===== config.mk =====
export PLATFORM = sky130hd
export DESIGN_NAME = expansion_slot_access_router
export DESIGN_NICKNAME = d
export VERILOG_FILES = /design/src/hdl/esar_pkg.sv /design/src/hdl/esar_front.sv /design/src/hdl/esar_fifo.sv /design/src/hdl/esar_rom_mod.sv /design/src/hdl/esar_back.sv /design/src/hdl/expansion_slot_access_router.sv
export SDC_FILE = /design/constraint.sdc
export NUM_CORES = 2
export LEC_CHECK = 0
export ABC_CLOCK_PERIOD_IN_PS = 111400
export BUFFER_PORTS_ARGS = -buffer_cell sky130_fd_sc_hd__buf_4
export CORE_ASPECT_RATIO = 0.5
export CORE_MARGIN = 8
export CORE_UTILIZATION = 60
export CTS_CLUSTER_DIAMETER = 60
export DETAILED_ROUTE_END_ITERATION = 10
export GPL_ROUTABILITY_DRIVEN = 0
export GPL_TIMING_DRIVEN = 0
export PLACE_DENSITY_LB_ADDON = 0.15
export SYNTH_ARGS = -nofsm -noshare
export SYNTH_HDL_FRONTEND = slang
export SYNTH_SLANG_ARGS = --single-unit

===== constraint.sdc =====
create_clock -name i_clk -period 111.4 [get_ports i_clk]
set_clock_uncertainty 0.05 [all_clocks]
set_input_delay 0 -clock i_clk [delete_from_list [all_inputs] [get_ports i_clk]]
set_output_delay 0 -clock i_clk [all_outputs]
set_load 0.01 [all_outputs]

===== src/hdl/esar_pkg.sv =====
`default_nettype none
package esar_pkg;

    // build defaults
    localparam int NUM_SLOTS_DEF  = 6;
    localparam int FIFO_DEPTH_DEF = 4;

    // fixed field widths
    localparam int MAX_SLOTS  = 6;
    localparam int CFG_IDX_W  = 3;
    localparam int CFG_DATA_W = 25;
    localparam int ROM_SIZE_W = 25;
    localparam int ROM_IDX_W  = 24;
    localparam int OFFSET_W   = 28;
    localparam int SLOT_W     = 4;

    typedef enum logic [2:0] {
        TGT_OPEN_BUS   = 3'd0,
        TGT_DEV_READ   = 3'd1,
        TGT_DEV_WRITE  = 3'd2,
        TGT_ROM_READ   = 3'd3,
        TGT_WRITE_DROP = 3'd4
    } t_target;

    // one queued bus access; data is left-aligned, cnt is byte count minus one
    typedef struct packed {
        logic        wr;
        logic [31:0] addr;
        logic [1:0]  cnt;
        logic [31:0] data;
    } t_access;

    // one byte in flight through the ROM index pipeline
    typedef struct packed {
        t_target                 target;
        logic [SLOT_W-1:0]       slot;
        logic [OFFSET_W-1:0]     offset;
        logic [7:0]              byte_data;
        logic                    last;
        logic [ROM_SIZE_W-1:0]   rom_size;
        logic [ROM_IDX_W-1:0]    dvd;
        logic [ROM_IDX_W-1:0]    rem;
    } t_byte;

    typedef struct packed {
        t_target                 target;
        logic [SLOT_W-1:0]       slot;
        logic [OFFSET_W-1:0]     offset;
        logic [ROM_IDX_W-1:0]    rom_index;
        logic [7:0]              byte_data;
        logic                    last;
    } t_result;

    typedef struct packed {
        logic                    we;
        logic [CFG_IDX_W-1:0]    idx;
        logic [CFG_DATA_W-1:0]   data;
    } t_cfg_wr;

endpackage
`default_nettype wire


===== src/hdl/esar_front.sv =====
`default_nettype none
module esar_front (
    input  logic              i_valid,
    output logic              o_ready,
    input  logic              i_op,
    input  logic [31:0]       i_address,
    input  logic [1:0]        i_access_size,
    input  logic [31:0]       i_write_data,
    input  logic              i_full,
    output logic              o_push,
    output esar_pkg::t_access o_entry
);
    import esar_pkg::*;

    localparam logic [1:0] SZ_BYTE = 2'd0;
    localparam logic [1:0] SZ_HALF = 2'd1;

    assign o_ready = !i_full;
    assign o_push  = i_valid && !i_full;

    // big-endian: first byte out sits in the top byte of data
    always_comb begin
        o_entry.wr   = i_op;
        o_entry.addr = i_address;
        case (i_access_size)
            SZ_BYTE: begin
                o_entry.cnt  = 2'd0;
                o_entry.data = {i_write_data[7:0], 24'h000000};
            end
            SZ_HALF: begin
                o_entry.cnt  = 2'd1;
                o_entry.data = {i_write_data[15:0], 16'h0000};
            end
            default: begin
                // word, and the unused size code taken as word
                o_entry.cnt  = 2'd3;
                o_entry.data = i_write_data;
            end
        endcase
    end

endmodule
`default_nettype wire


===== src/hdl/esar_fifo.sv =====
`default_nettype none
module esar_fifo #(
    parameter int DEPTH = esar_pkg::FIFO_DEPTH_DEF
) (
    input  logic              i_clk,
    input  logic              i_rst_n,
    input  logic              i_push,
    input  esar_pkg::t_access i_entry,
    output logic              o_full,
    input  logic              i_pop,
    output logic              o_valid,
    output esar_pkg::t_access o_entry
);
    import esar_pkg::*;

    localparam int PTR_W = $clog2(DEPTH);
    localparam int CNT_W = $clog2(DEPTH + 1);

    t_access            r_mem [DEPTH];
    logic [PTR_W-1:0]   r_wr_ptr, n_wr_ptr;
    logic [PTR_W-1:0]   r_rd_ptr, n_rd_ptr;
    logic [CNT_W-1:0]   r_count,  n_count;

    assign o_full  = (r_count == CNT_W'(DEPTH));
    assign o_valid = (r_count != '0);
    assign o_entry = r_mem[r_rd_ptr];

    always_comb begin
        n_wr_ptr = r_wr_ptr;
        n_rd_ptr = r_rd_ptr;
        n_count  = r_count;
        if (i_push) begin
            n_wr_ptr = (r_wr_ptr == PTR_W'(DEPTH - 1)) ? '0 : r_wr_ptr + PTR_W'(1);
        end
        if (i_pop) begin
            n_rd_ptr = (r_rd_ptr == PTR_W'(DEPTH - 1)) ? '0 : r_rd_ptr + PTR_W'(1);
        end
        case ({i_push, i_pop})
            2'b10:   n_count = r_count + CNT_W'(1);
            2'b01:   n_count = r_count - CNT_W'(1);
            default: n_count = r_count;
        endcase
    end

    always_ff @(posedge i_clk) begin
        if (!i_rst_n) begin
            r_wr_ptr <= '0;
            r_rd_ptr <= '0;
            r_count  <= '0;
        end else begin
            r_wr_ptr <= n_wr_ptr;
            r_rd_ptr <= n_rd_ptr;
            r_count  <= n_count;
        end
    end

    always_ff @(posedge i_clk) begin
        if (i_push) begin
            r_mem[r_wr_ptr] <= i_entry;
        end
    end

endmodule
`default_nettype wire


===== src/hdl/esar_rom_mod.sv =====
`default_nettype none
module esar_rom_mod (
    input  logic            i_clk,
    input  logic            i_rst_n,
    input  logic            i_en,
    input  logic            i_valid,
    input  esar_pkg::t_byte i_byte,
    output logic            o_valid,
    output esar_pkg::t_byte o_byte
);
    import esar_pkg::*;

    // one restoring remainder step per stage, MSB of the dividend first
    localparam int STAGES = ROM_IDX_W;

    t_byte              r_stage [STAGES];
    logic [STAGES-1:0]  r_valid;

    function automatic t_byte div_step(input t_byte b);
        logic [ROM_IDX_W:0] trial;
        t_byte              res;
        res   = b;
        trial = {b.rem, b.dvd[ROM_IDX_W-1]};
        if (trial >= b.rom_size) begin
            trial = trial - b.rom_size;
        end
        res.rem = trial[ROM_IDX_W-1:0];
        res.dvd = {b.dvd[ROM_IDX_W-2:0], 1'b0};
        return res;
    endfunction

    always_ff @(posedge i_clk) begin
        if (!i_rst_n) begin
            r_valid <= '0;
        end else if (i_en) begin
            r_valid <= {r_valid[STAGES-2:0], i_valid};
        end
    end

    always_ff @(posedge i_clk) begin
        if (i_en) begin
            r_stage[0] <= div_step(i_byte);
            for (int s = 1; s < STAGES; s++) begin
                r_stage[s] <= div_step(r_stage[s-1]);
            end
        end
    end

    assign o_valid = r_valid[STAGES-1];
    assign o_byte  = r_stage[STAGES-1];

endmodule
`default_nettype wire


===== src/hdl/esar_back.sv =====
`default_nettype none
module esar_back #(
    parameter int NUM_SLOTS = esar_pkg::NUM_SLOTS_DEF
) (
    input  logic              i_clk,
    input  logic              i_rst_n,
    input  esar_pkg::t_cfg_wr i_cfg,
    input  logic              i_q_valid,
    input  esar_pkg::t_access i_q_entry,
    output logic              o_q_pop,
    output logic              o_out_valid,
    input  logic              i_out_ready,
    output esar_pkg::t_result o_out
);
    import esar_pkg::*;

    localparam logic [CFG_IDX_W-1:0]  CFG_CARD_MASK     = CFG_IDX_W'(0);
    localparam int                    CFG_ROM_SIZE_BASE = 1;
    localparam logic [ROM_SIZE_W-1:0] ROM_SIZE_MAX      = ROM_SIZE_W'(25'h1000000);

    localparam logic [7:0]  WIN16_LO   = 8'hF9;   // 0xF9000000
    localparam logic [7:0]  WIN16_HI   = 8'hFE;   // up to 0xFEFFFFFF
    localparam logic [3:0]  NIB_LO     = 4'h9;    // 0x00900000 / 0x90000000
    localparam logic [3:0]  NIB_HI     = 4'hE;    // 0x00EFFFFF / 0xEFFFFFFF
    localparam logic [3:0]  FIRST_SLOT = 4'd9;
    localparam logic [19:0] ROM_REGION = 20'hE0000;
    localparam logic [2:0]  NS         = 3'(NUM_SLOTS);

    // configuration
    logic [MAX_SLOTS-1:0]  r_card_mask;
    logic [ROM_SIZE_W-1:0] r_rom_size [NUM_SLOTS];

    always_ff @(posedge i_clk) begin
        if (!i_rst_n) begin
            r_card_mask <= '0;
            for (int j = 0; j < NUM_SLOTS; j++) begin
                r_rom_size[j] <= '0;
            end
        end else if (i_cfg.we) begin
            if (i_cfg.idx == CFG_CARD_MASK) begin
                r_card_mask <= i_cfg.data[MAX_SLOTS-1:0];
            end
            for (int j = 0; j < NUM_SLOTS; j++) begin
                if (i_cfg.idx == CFG_IDX_W'(CFG_ROM_SIZE_BASE + j)) begin
                    r_rom_size[j] <= (i_cfg.data > ROM_SIZE_MAX) ? ROM_SIZE_MAX
                                                                 : i_cfg.data;
                end
            end
        end
    end

    // whole pipeline moves together; stalls only when the output is held
    logic w_en;
    assign w_en = !o_out_valid || i_out_ready;

    // byte sequencer
    logic        r_busy;
    logic        r_wr;
    logic [31:0] r_addr;
    logic [1:0]  r_cnt;
    logic [31:0] r_data;
    logic        w_last_byte;

    assign w_last_byte = (r_cnt == 2'd0);
    assign o_q_pop     = w_en && i_q_valid && (!r_busy || w_last_byte);

    always_ff @(posedge i_clk) begin
        if (!i_rst_n) begin
            r_busy <= 1'b0;
        end else if (w_en) begin
            if (o_q_pop) begin
                r_busy <= 1'b1;
            end else if (r_busy && w_last_byte) begin
                r_busy <= 1'b0;
            end
        end
    end

    always_ff @(posedge i_clk) begin
        if (w_en) begin
            if (o_q_pop) begin
                r_wr   <= i_q_entry.wr;
                r_addr <= i_q_entry.addr;
                r_cnt  <= i_q_entry.cnt;
                r_data <= i_q_entry.data;
            end else if (r_busy) begin
                r_addr <= r_addr + 32'd1;
                r_cnt  <= r_cnt - 2'd1;
                r_data <= {r_data[23:0], 8'h00};
            end
        end
    end

    // window decode and routing of the current byte
    logic                  d_mapped;
    logic [2:0]            d_k;
    logic [OFFSET_W-1:0]   d_off;
    logic [7:0]            w_mask_ext;
    logic                  d_present;
    logic                  d_high;
    logic [ROM_SIZE_W-1:0] d_size;
    t_byte                 n_dec;

    assign w_mask_ext = {2'b00, r_card_mask};

    always_comb begin
        d_mapped = 1'b0;
        d_k      = 3'd0;
        d_off    = '0;
        if (r_addr[31:24] >= WIN16_LO && r_addr[31:24] <= WIN16_HI) begin
            d_mapped = 1'b1;
            d_k      = 3'(r_addr[31:24] - WIN16_LO);
            d_off    = {4'h0, r_addr[23:0]};
        end else if (r_addr[31:24] == 8'h00 && r_addr[23:20] >= NIB_LO
                     && r_addr[23:20] <= NIB_HI) begin
            d_mapped = 1'b1;
            d_k      = 3'(r_addr[23:20] - NIB_LO);
            d_off    = {8'h00, r_addr[19:0]};
        end else if (r_addr[31:28] >= NIB_LO && r_addr[31:28] <= NIB_HI) begin
            d_mapped = 1'b1;
            d_k      = 3'(r_addr[31:28] - NIB_LO);
            d_off    = r_addr[27:0];
        end
        // slot past the configured count: same as unmapped
        if (d_mapped && d_k >= NS) begin
            d_mapped = 1'b0;
            d_k      = 3'd0;
            d_off    = '0;
        end
    end

    always_comb begin
        d_size = '0;
        for (int j = 0; j < NUM_SLOTS; j++) begin
            if (d_k == 3'(j)) begin
                d_size = r_rom_size[j];
            end
        end
    end

    assign d_present = d_mapped && w_mask_ext[d_k];
    assign d_high    = (d_off[19:0] >= ROM_REGION);

    always_comb begin
        n_dec.slot      = d_mapped ? (4'(d_k) + FIRST_SLOT) : 4'd0;
        n_dec.offset    = d_off;
        n_dec.byte_data = 8'h00;
        n_dec.last      = w_last_byte;
        n_dec.rom_size  = d_size;
        n_dec.dvd       = ~d_off[ROM_IDX_W-1:0];   // 0xFFFFFF - offset
        n_dec.rem       = '0;
        if (!d_present) begin
            n_dec.target = r_wr ? TGT_WRITE_DROP : TGT_OPEN_BUS;
        end else if (r_wr) begin
            if (!d_high) begin
                n_dec.target    = TGT_DEV_WRITE;
                n_dec.byte_data = r_data[31:24];
            end else begin
                n_dec.target = TGT_WRITE_DROP;
            end
        end else if (!d_high || d_size == '0) begin
            n_dec.target = TGT_DEV_READ;
        end else begin
            n_dec.target = TGT_ROM_READ;
        end
    end

    t_byte r_dec;
    logic  r_dec_valid;

    always_ff @(posedge i_clk) begin
        if (!i_rst_n) begin
            r_dec_valid <= 1'b0;
        end else if (w_en) begin
            r_dec_valid <= r_busy;
        end
    end

    always_ff @(posedge i_clk) begin
        if (w_en) begin
            r_dec <= n_dec;
        end
    end

    // remainder pipeline for the ROM index
    logic  w_mod_valid;
    t_byte w_mod_byte;

    esar_rom_mod u_rom_mod (
        .i_clk   (i_clk),
        .i_rst_n (i_rst_n),
        .i_en    (w_en),
        .i_valid (r_dec_valid),
        .i_byte  (r_dec),
        .o_valid (w_mod_valid),
        .o_byte  (w_mod_byte)
    );

    // output register
    logic [ROM_SIZE_W-1:0] w_idx_full;
    t_result               n_out;
    t_result               r_out;
    logic                  r_out_valid;

    assign w_idx_full = w_mod_byte.rom_size - ROM_SIZE_W'(1)
                        - {1'b0, w_mod_byte.rem};

    always_comb begin
        n_out.target    = w_mod_byte.target;
        n_out.slot      = w_mod_byte.slot;
        n_out.offset    = w_mod_byte.offset;
        n_out.byte_data = w_mod_byte.byte_data;
        n_out.last      = w_mod_byte.last;
        n_out.rom_index = (w_mod_byte.target == TGT_ROM_READ)
                          ? w_idx_full[ROM_IDX_W-1:0] : '0;
    end

    always_ff @(posedge i_clk) begin
        if (!i_rst_n) begin
            r_out_valid <= 1'b0;
        end else if (w_en) begin
            r_out_valid <= w_mod_valid;
        end
    end

    always_ff @(posedge i_clk) begin
        if (w_en) begin
            r_out <= n_out;
        end
    end

    assign o_out_valid = r_out_valid;
    assign o_out       = r_out;

endmodule
`default_nettype wire


===== src/hdl/expansion_slot_access_router.sv =====
`default_nettype none
// Path: access queue, byte sequencer, decode register, remainder pipeline, output register.
// Throughput: one byte result per cycle while the output is not held; byte 1, halfword 2,
//   word 4 results per access, set by the byte sequencer that walks one address per cycle.
// ROM index comes from a 24-stage remainder pipeline, one quotient bit each.
// Reset: synchronous, active low; empties the queue and pipeline and
//   clears card mask and ROM sizes (no cards, no ROMs).
module expansion_slot_access_router #(
    parameter int NUM_SLOTS  = esar_pkg::NUM_SLOTS_DEF,   // 1..6
    parameter int FIFO_DEPTH = esar_pkg::FIFO_DEPTH_DEF   // 2 or more
) (
    input  logic        i_clk,
    input  logic        i_rst_n,

    // configuration write port: 0 card mask, 1..6 ROM size of slot 9..14
    input  logic                              i_cfg_we,
    input  logic [esar_pkg::CFG_IDX_W-1:0]    i_cfg_addr,
    input  logic [esar_pkg::CFG_DATA_W-1:0]   i_cfg_wdata,

    // access in
    input  logic        s_axis_tvalid,
    output logic        s_axis_tready,
    input  logic [71:0] s_axis_tdata,   // address[31:0], access_size[33:32],
                                        // write_data[65:34], zero pad
    input  logic [0:0]  s_axis_tuser,   // op: 0 read, 1 write

    // byte results out
    output logic        m_axis_tvalid,
    input  logic        m_axis_tready,
    output logic [63:0] m_axis_tdata,   // slot_number[3:0], slot_offset[31:4],
                                        // rom_index[55:32], byte_data[63:56]
    output logic [2:0]  m_axis_tuser,   // target
    output logic        m_axis_tlast    // last byte of the access
);
    import esar_pkg::*;

    // front: accept the access and work out byte count and byte order
    logic    w_push;
    logic    w_full;
    t_access w_push_entry;

    esar_front u_front (
        .i_valid       (s_axis_tvalid),
        .o_ready       (s_axis_tready),
        .i_op          (s_axis_tuser[0]),
        .i_address     (s_axis_tdata[31:0]),
        .i_access_size (s_axis_tdata[33:32]),
        .i_write_data  (s_axis_tdata[65:34]),
        .i_full        (w_full),
        .o_push        (w_push),
        .o_entry       (w_push_entry)
    );

    // short access queue decouples input transfers from byte output stalls
    logic    w_q_valid;
    logic    w_q_pop;
    t_access w_q_entry;

    esar_fifo #(
        .DEPTH (FIFO_DEPTH)
    ) u_fifo (
        .i_clk   (i_clk),
        .i_rst_n (i_rst_n),
        .i_push  (w_push),
        .i_entry (w_push_entry),
        .o_full  (w_full),
        .i_pop   (w_q_pop),
        .o_valid (w_q_valid),
        .o_entry (w_q_entry)
    );

    // back: split into bytes, decode windows, route, compute ROM index
    t_cfg_wr w_cfg;
    t_result w_out;

    assign w_cfg.we   = i_cfg_we;
    assign w_cfg.idx  = i_cfg_addr;
    assign w_cfg.data = i_cfg_wdata;

    esar_back #(
        .NUM_SLOTS (NUM_SLOTS)
    ) u_back (
        .i_clk       (i_clk),
        .i_rst_n     (i_rst_n),
        .i_cfg       (w_cfg),
        .i_q_valid   (w_q_valid),
        .i_q_entry   (w_q_entry),
        .o_q_pop     (w_q_pop),
        .o_out_valid (m_axis_tvalid),
        .i_out_ready (m_axis_tready),
        .o_out       (w_out)
    );

    assign m_axis_tdata = {w_out.byte_data, w_out.rom_index, w_out.offset, w_out.slot};
    assign m_axis_tuser = w_out.target;
    assign m_axis_tlast = w_out.last;

endmodule
`default_nettype wire


# Yosys cells after proc, flatten, opt, wreduce, memory -nomap -nowiden
# Memories as Yosys holds them, arrays and structs flattened. A register that Yosys moved wholly into a read port is not among the register bits.
# Cells that the tools add are included.
# op_classes
n_shift,0
n_mul,0
bitwise_logic,10
n_addsub,36
reduce_logical,33
order_cmp,34
muxes,123
eq_ne,18
div_mod_pow,0
# op_table
cell,count
two-way mux 24 bit,52
subtractor 24 bit,24
>= comparator 25 bit,23
two-way mux 25 bit,13
two-way mux 32 bit,4
one-hot mux 34 bit (2 select lines),1
two-way mux 1 bit,36
adder 32 x 1 -> 32 bit (second input constant),1
>= comparator 1 x 25 -> 1 bit,1
> comparator 25 bit (second input constant),1
zero test 25 bit,1
two-way mux 3 bit,8
NOT 24 bit,1
subtractor 1 x 24 -> 24 bit,1
subtractor 24 x 1 -> 24 bit (second input constant),1
>= comparator 20 bit (second input constant),1
equality test 3 bit (second input constant),6
equality test 3 x 2 -> 1 bit (second input constant),5
two-way mux 2 bit,7
subtractor 3 x 1 -> 3 bit (second input constant),4
logical AND 1 bit,10
>= comparator 4 bit (second input constant),2
>= comparator 8 bit (second input constant),1
less-or-equal comparator 4 bit (second input constant),2
other kinds (24),48
# totals
in_bits,106
ff_bits,268
mem_bits_ro,0
ram_bits,3202
memories,3
latch_bits,0
wordCells,283
output_inout_bits,70
# memory_table
name,words,word_bits,read_ports,rd_clocked_by_memory_dff,write_ports,line,rtl
u_back.u_rom_mod.r_stage,24,116,24,0,24,esar_rom_mod.sv:16,t_byte r_stage [STAGES];
u_fifo.r_mem,4,67,1,1,1,esar_fifo.sv:19,t_access r_mem [DEPTH];
u_back.r_rom_size,6,25,6,0,6,esar_back.sv:31,logic [ROM_SIZE_W-1:0] r_rom_size [NUM_SLOTS];

# Logic depth before layout (Yosys ltp)
# depth
word_depth,20
mapped_depth,19
depth_no_buf,17

# Hierarchy
# From an unflattened synthesis, not the netlist that was laid out.
# hier_totals
cells_unflattened,10154
hier_area_um2,142554.2
# modules_own_cells
mod,area_per_inst_um2,cells_per_inst,seq_area_each_um2,n_inst
esar_rom_mod,114080.7,8225,75792.7,1
esar_back,17661.9,1440,11531.1,1
esar_fifo,10167.3,397,8227.9,1
esar_front,644.4,92,0.0,1

# Least setup slack after synthesis
# No wires, ideal clock.
# synth_timing
kind,flip-flop to flip-flop
start,"register u_back.r_out_valid, in the netlist u_back.o_out_valid"
end,"register u_back.r_out, in the netlist u_back.o_out[0] (enable)"
setup_ns,4.067
slack_ns,34.731
arrival_ns,72.552
required_ns,107.283
stages_incl_launch_ff,5
n_path_buf,2
period_less_slack_ns,76.669
path_cell_list,dfxtp_1 > nor2b_1 > clkbuf_1 > clkinv_1 > clkbuf_1
# synth_via
elab_chain_len,2
# synth_rtl
element,line,rtl
start: declaration,esar_back.sv:203,logic r_out_valid;
start signal: assignment,esar_back.sv:222,r_out_valid <= w_mod_valid;
zero test 1 bit,esar_back.sv:54,assign w_en = !o_out_valid || i_out_ready;
logical OR 1 bit,esar_back.sv:54,
net u_back.u_rom_mod.i_en,esar_rom_mod.sv:5,"input logic i_en,"
end signal: assignment,esar_back.sv:228,r_out <= n_out;
end: declaration,esar_back.sv:202,t_result r_out;
# The timed path passes the listed nets, and every way through them passes these cells.
# A chain may end at the register's enable or synchronous reset.

# Final worst setup path
# layout_timing
start,register u_back.r_addr[24]
end,"register u_back.r_dec[115] (netlist name), data pin"
# layout_via
elab_chain_len,20
word_cells_on_any_way,41
cone_classes,add/sub (1); order compare (4); eq/ne (5); mux (21); reduce/logical (10)
# layout_rtl
element,line,rtl
start: declaration,esar_back.sv:59,logic [31:0] r_addr;
start signal: assignment,esar_back.sv:83,r_addr <= i_q_entry.addr;
start signal: assignment,esar_back.sv:87,r_addr <= r_addr + 32'd1;
branches (longest 7 deep; another with >= comparator 8 bit),--,
two-way mux 3 bit (*),esar_back.sv:125,if (d_mapped && d_k >= NS) begin
zero test 3 bit,esar_back.sv:135,if (d_k == 3'(j)) begin
two-way mux 25 bit (5 in series),esar_back.sv:135,
two-way mux 25 bit (*),esar_back.sv:135,
net u_back.d_size[24],esar_back.sv:101,logic [ROM_SIZE_W-1:0] d_size;
zero test 25 bit (*),esar_back.sv:161,end else if (!d_high || d_size == '0) begin
logical OR 1 bit (*),esar_back.sv:161,
two-way mux 2 bit (*),esar_back.sv:161,
two-way mux 3 bit (*),esar_back.sv:154,end else if (r_wr) begin
two-way mux 3 bit (*),esar_back.sv:152,if (!d_present) begin
end signal: assignment,esar_back.sv:181,r_dec <= n_dec;
end: declaration,esar_back.sv:168,t_byte r_dec;
# Mark *: on every way through the listed nets, which the timed path passes. The select of a mux whose other input is x is not followed.

==> flow_summary.ini <==
[routing]
wl_um = 245000
drt_iter0_drc = 4961
drc = 0
route.vias.total = 73900
first_pass_iters = 6
ant_nets = 0
wl_per_cell_um = 18.5
vias_per_cell = 5.59

[pwr]
powerDensity_nw_per_um2 = 30.5
total_leakage_power_nw = 62.0
ir_drop_v = 0.0000188
power.total_w = 0.00474

[worst_setup_path]
crit_buf_inv = 6
worstPathArrival_ns = 7.54
required_ns = 111.98
worstSetupStartpointType = flop
crit_chain = inv_1, ha_1, inv_2, o311ai_4, nor2_1, a21oi_2, nor2_2, nor2_1, ha_1, clkbuf_1, buf_1, buf_2, clkbuf_1, mux2i_1, a21oi_1, nor4b_2, a311oi_1
crit_family = buffers and inverters
slowest_delay_ns = 0.72
crit_path_end_kind = flop
path_class = reg -> reg
cp_max_fo = 10
worst_path_max_delay_cell = buf_1

[worst_hold_path]
hold_path.class = in -> reg

[clock_network]
clkTransAtPathRegs_ns = 0.07
cts_sinks = 3195
cts_buffer_depth = 4
cts.htree.levels = 5
clock_latency_ns = 0.84
cts_buffers = 285
cts-root-buf = clkbuf_16
cts_tree = built

[sta]
rsz0062_at_grt = false
post-route-period-util_pct = 6.25
fmax_ghz = 0.144
setup_viol = 0
worst_pin_slew_ns = 1.36
finalHoldViolations = 0
setup_tns_ns = 0
fin_ws_ns = 104.44
slew_viol_final = 0
post-route-min-period_ns = 6.96
relSlewSlack_pct = 8.45

[floorplanning]
die_w_um = 694
initial_core_util_pct = 60.4
fp.dieH_um = 355
die_area_um2 = 246000
io-pin-count = 176
rows = 124
coreArea_um2 = 229000

[cells_and_area]
nets = 10700
drive_above_1_share_pct = 11.8
fill_cells = 15200
areaGrowthSynthToFinish_pct = 12.6
final_area_um2 = 155000

[logic_synthesis]
synth_seq_area_share_pct = 69.2
ys_warn_count = 0
synth-main-ff-cell = edfxtp_1
netlist_instances = 9237
avgSynthCellArea_um2 = 14.9
netlist_area_um2 = 138000
synth.distinct_cells = 102
yosysTopAreaCell = edfxtp_1
yosysMostFrequentCell = edfxtp_1
synth_seq_cells = 3195
yosys-top-cells-area = edfxtp_1, ha_1, mux2_2
synthArstFlopShare_pct = 0
syn-num-nets = 9992
synthTopCellsByCount = edfxtp_1, inv_1, ha_1, a21oi_1, nor2_1
netlist.area_leader.share_pct = 68.6
synth_edf_count = 3153

[placement]
dp_hpwl_um = 168000
dpl_cell_area_um2 = 145000
post-place-ws_ns = 104.50
numPortBuffers = 165

[global_route]
grt_remaining_overflow = 0
track_usage_pct = 19.3
grt_max_degree = 75
first_global_vias = 73700
antenna_found_initial = 7
grt_pass1_wl_um = 384000

[flow_run]
maxCapViolations = 0

[run_status]
status = complete, no violations
[cells by family after synthesis]
logic type	after synthesis	synth area share, %
xor+xnor	502	3.19
mux	549	4.97
compound gates	1602	7.57
buf+inv	971	2.69
fa+ha+maj	649	6.02
flops	3195	69.2
simple gates	1769	6.32
[per-stage QoR]
step                      util [%]  hold slack (ns)  instances
after global placement        62.6            0.151      12500
after detailed placement      63.3            0.156      12500
after CTS                     68.0          0.00523      13200
final                         68.0           0.0746      13200
after global routing          68.0           0.0296      13200
after floorplan                  -           0.0489       9237
[worst reg2reg max path, stage by stage (launching register included)]
cell and delay (ns):
edfxtp_1 0.54, inv_1 0.17, ha_1 0.27, inv_2 0.06, o311ai_4 0.63, nor2_1 0.24
a21oi_2 0.44, nor2_2 0.21, nor2_1 0.22, ha_1 0.20, clkbuf_1 0.63, buf_1 0.72
buf_2 0.53, clkbuf_1 0.68, mux2i_1 0.20, a21oi_1 0.46, nor4b_2 0.14, a311oi_1 0.37
[metal layers]
layer,share of wire [%],track usage (%),vias to the layer above
met5,0.0033,0,-
met4,4.4,8.62,2
met3,4.0,2.82,614
met2,51,35.2,1694
met1,40,22.6,35600
li1,-,-,36000
[area by class of cell]
class	count	area, µm²	share of cell area (%)
plain buffers	171	711	0.457
repair buffers	391	4360	2.81
clock inverters	150	1450	0.935
inverters	800	3000	1.93
well taps	3087	3860	2.49
multi-input cells	5071	38800	25.0
diodes	7	17.5	0.0113
clock buffers	350	7610	4.90
flip-flops and latches	3195	95500	61.5
[path summary, 6_finish.rpt]
path	slack [ns]	start	cells past startpoint	end
setup / recovery	104.44	u_back.r_addr[24]$_DFFE_PP_	17	u_back.r_dec[115]$_SDFFCE_PN0P_
hold / removal	0.07	s_axis_tdata[33]	3	u_fifo.r_mem[3][32]$_DFFE_PP_
setup reg to reg	104.44	u_back.r_addr[24]$_DFFE_PP_	17	u_back.r_dec[115]$_SDFFCE_PN0P_
hold reg to reg	0.34	u_back.u_rom_mod.r_stage[1][544]$_DFFE_PP_	0	u_back.u_rom_mod.r_stage[1][660]$_DFFE_PP_
[cell usage in the layout, fill, tap and decap left out, drive strengths merged, types with 67 or more instances in the layout]
cell | Yosys | final
nor3 | 132 | 132
edfxtp | 3153 | 3153
a21oi | 535 | 535
mux2i | 88 | 88
inv | 799 | 809
buf | 39 | 259
o21ai | 261 | 261
clkinv | 1 | 102
nand3 | 117 | 117
a21o | 197 | 197
xnor2 | 340 | 340
nand4 | 81 | 81
o21a | 81 | 81
mux4 | 67 | 67
dlygate4sd3 | 0 | 171
mux2 | 394 | 394
ha | 624 | 624
nor2b | 92 | 92
xor2 | 162 | 162
nor2 | 515 | 515
clkbuf | 132 | 482
nand2 | 366 | 366
and2 | 159 | 159
[timing repair]
| action | 4_1_cts | 5_1_grt |
|---|---|---|
| hold endpoints to repair | 816 | 0 |
| setup buffers | 0 | 0 |
| hold buffers | 171 | 0 |
| resized for setup | 0 | 0 |
[power breakdown]
part	switching [W]	total, W	internal [W]
logic	0.000992	0.00176	0.000764
registers	0.000171	0.00201	0.00184
clock network	0.000421	0.000969	0.000548
total	0.00158	0.00474	0.00315
[sequential cells by signal, indices dropped and copies added, names as in the netlist, 24 cells and up, named ones only]
register and cells:
u_back.u_rom_mod.r_stage 2507, u_back.o_out 68, u_back.r_rom_size 150, u_back.r_data 32
u_fifo.r_mem 268, u_back.r_dec 93, u_back.u_rom_mod.r_valid 24, u_back.r_addr 32
Note: power is estimated with default switching activity, not from simulation.
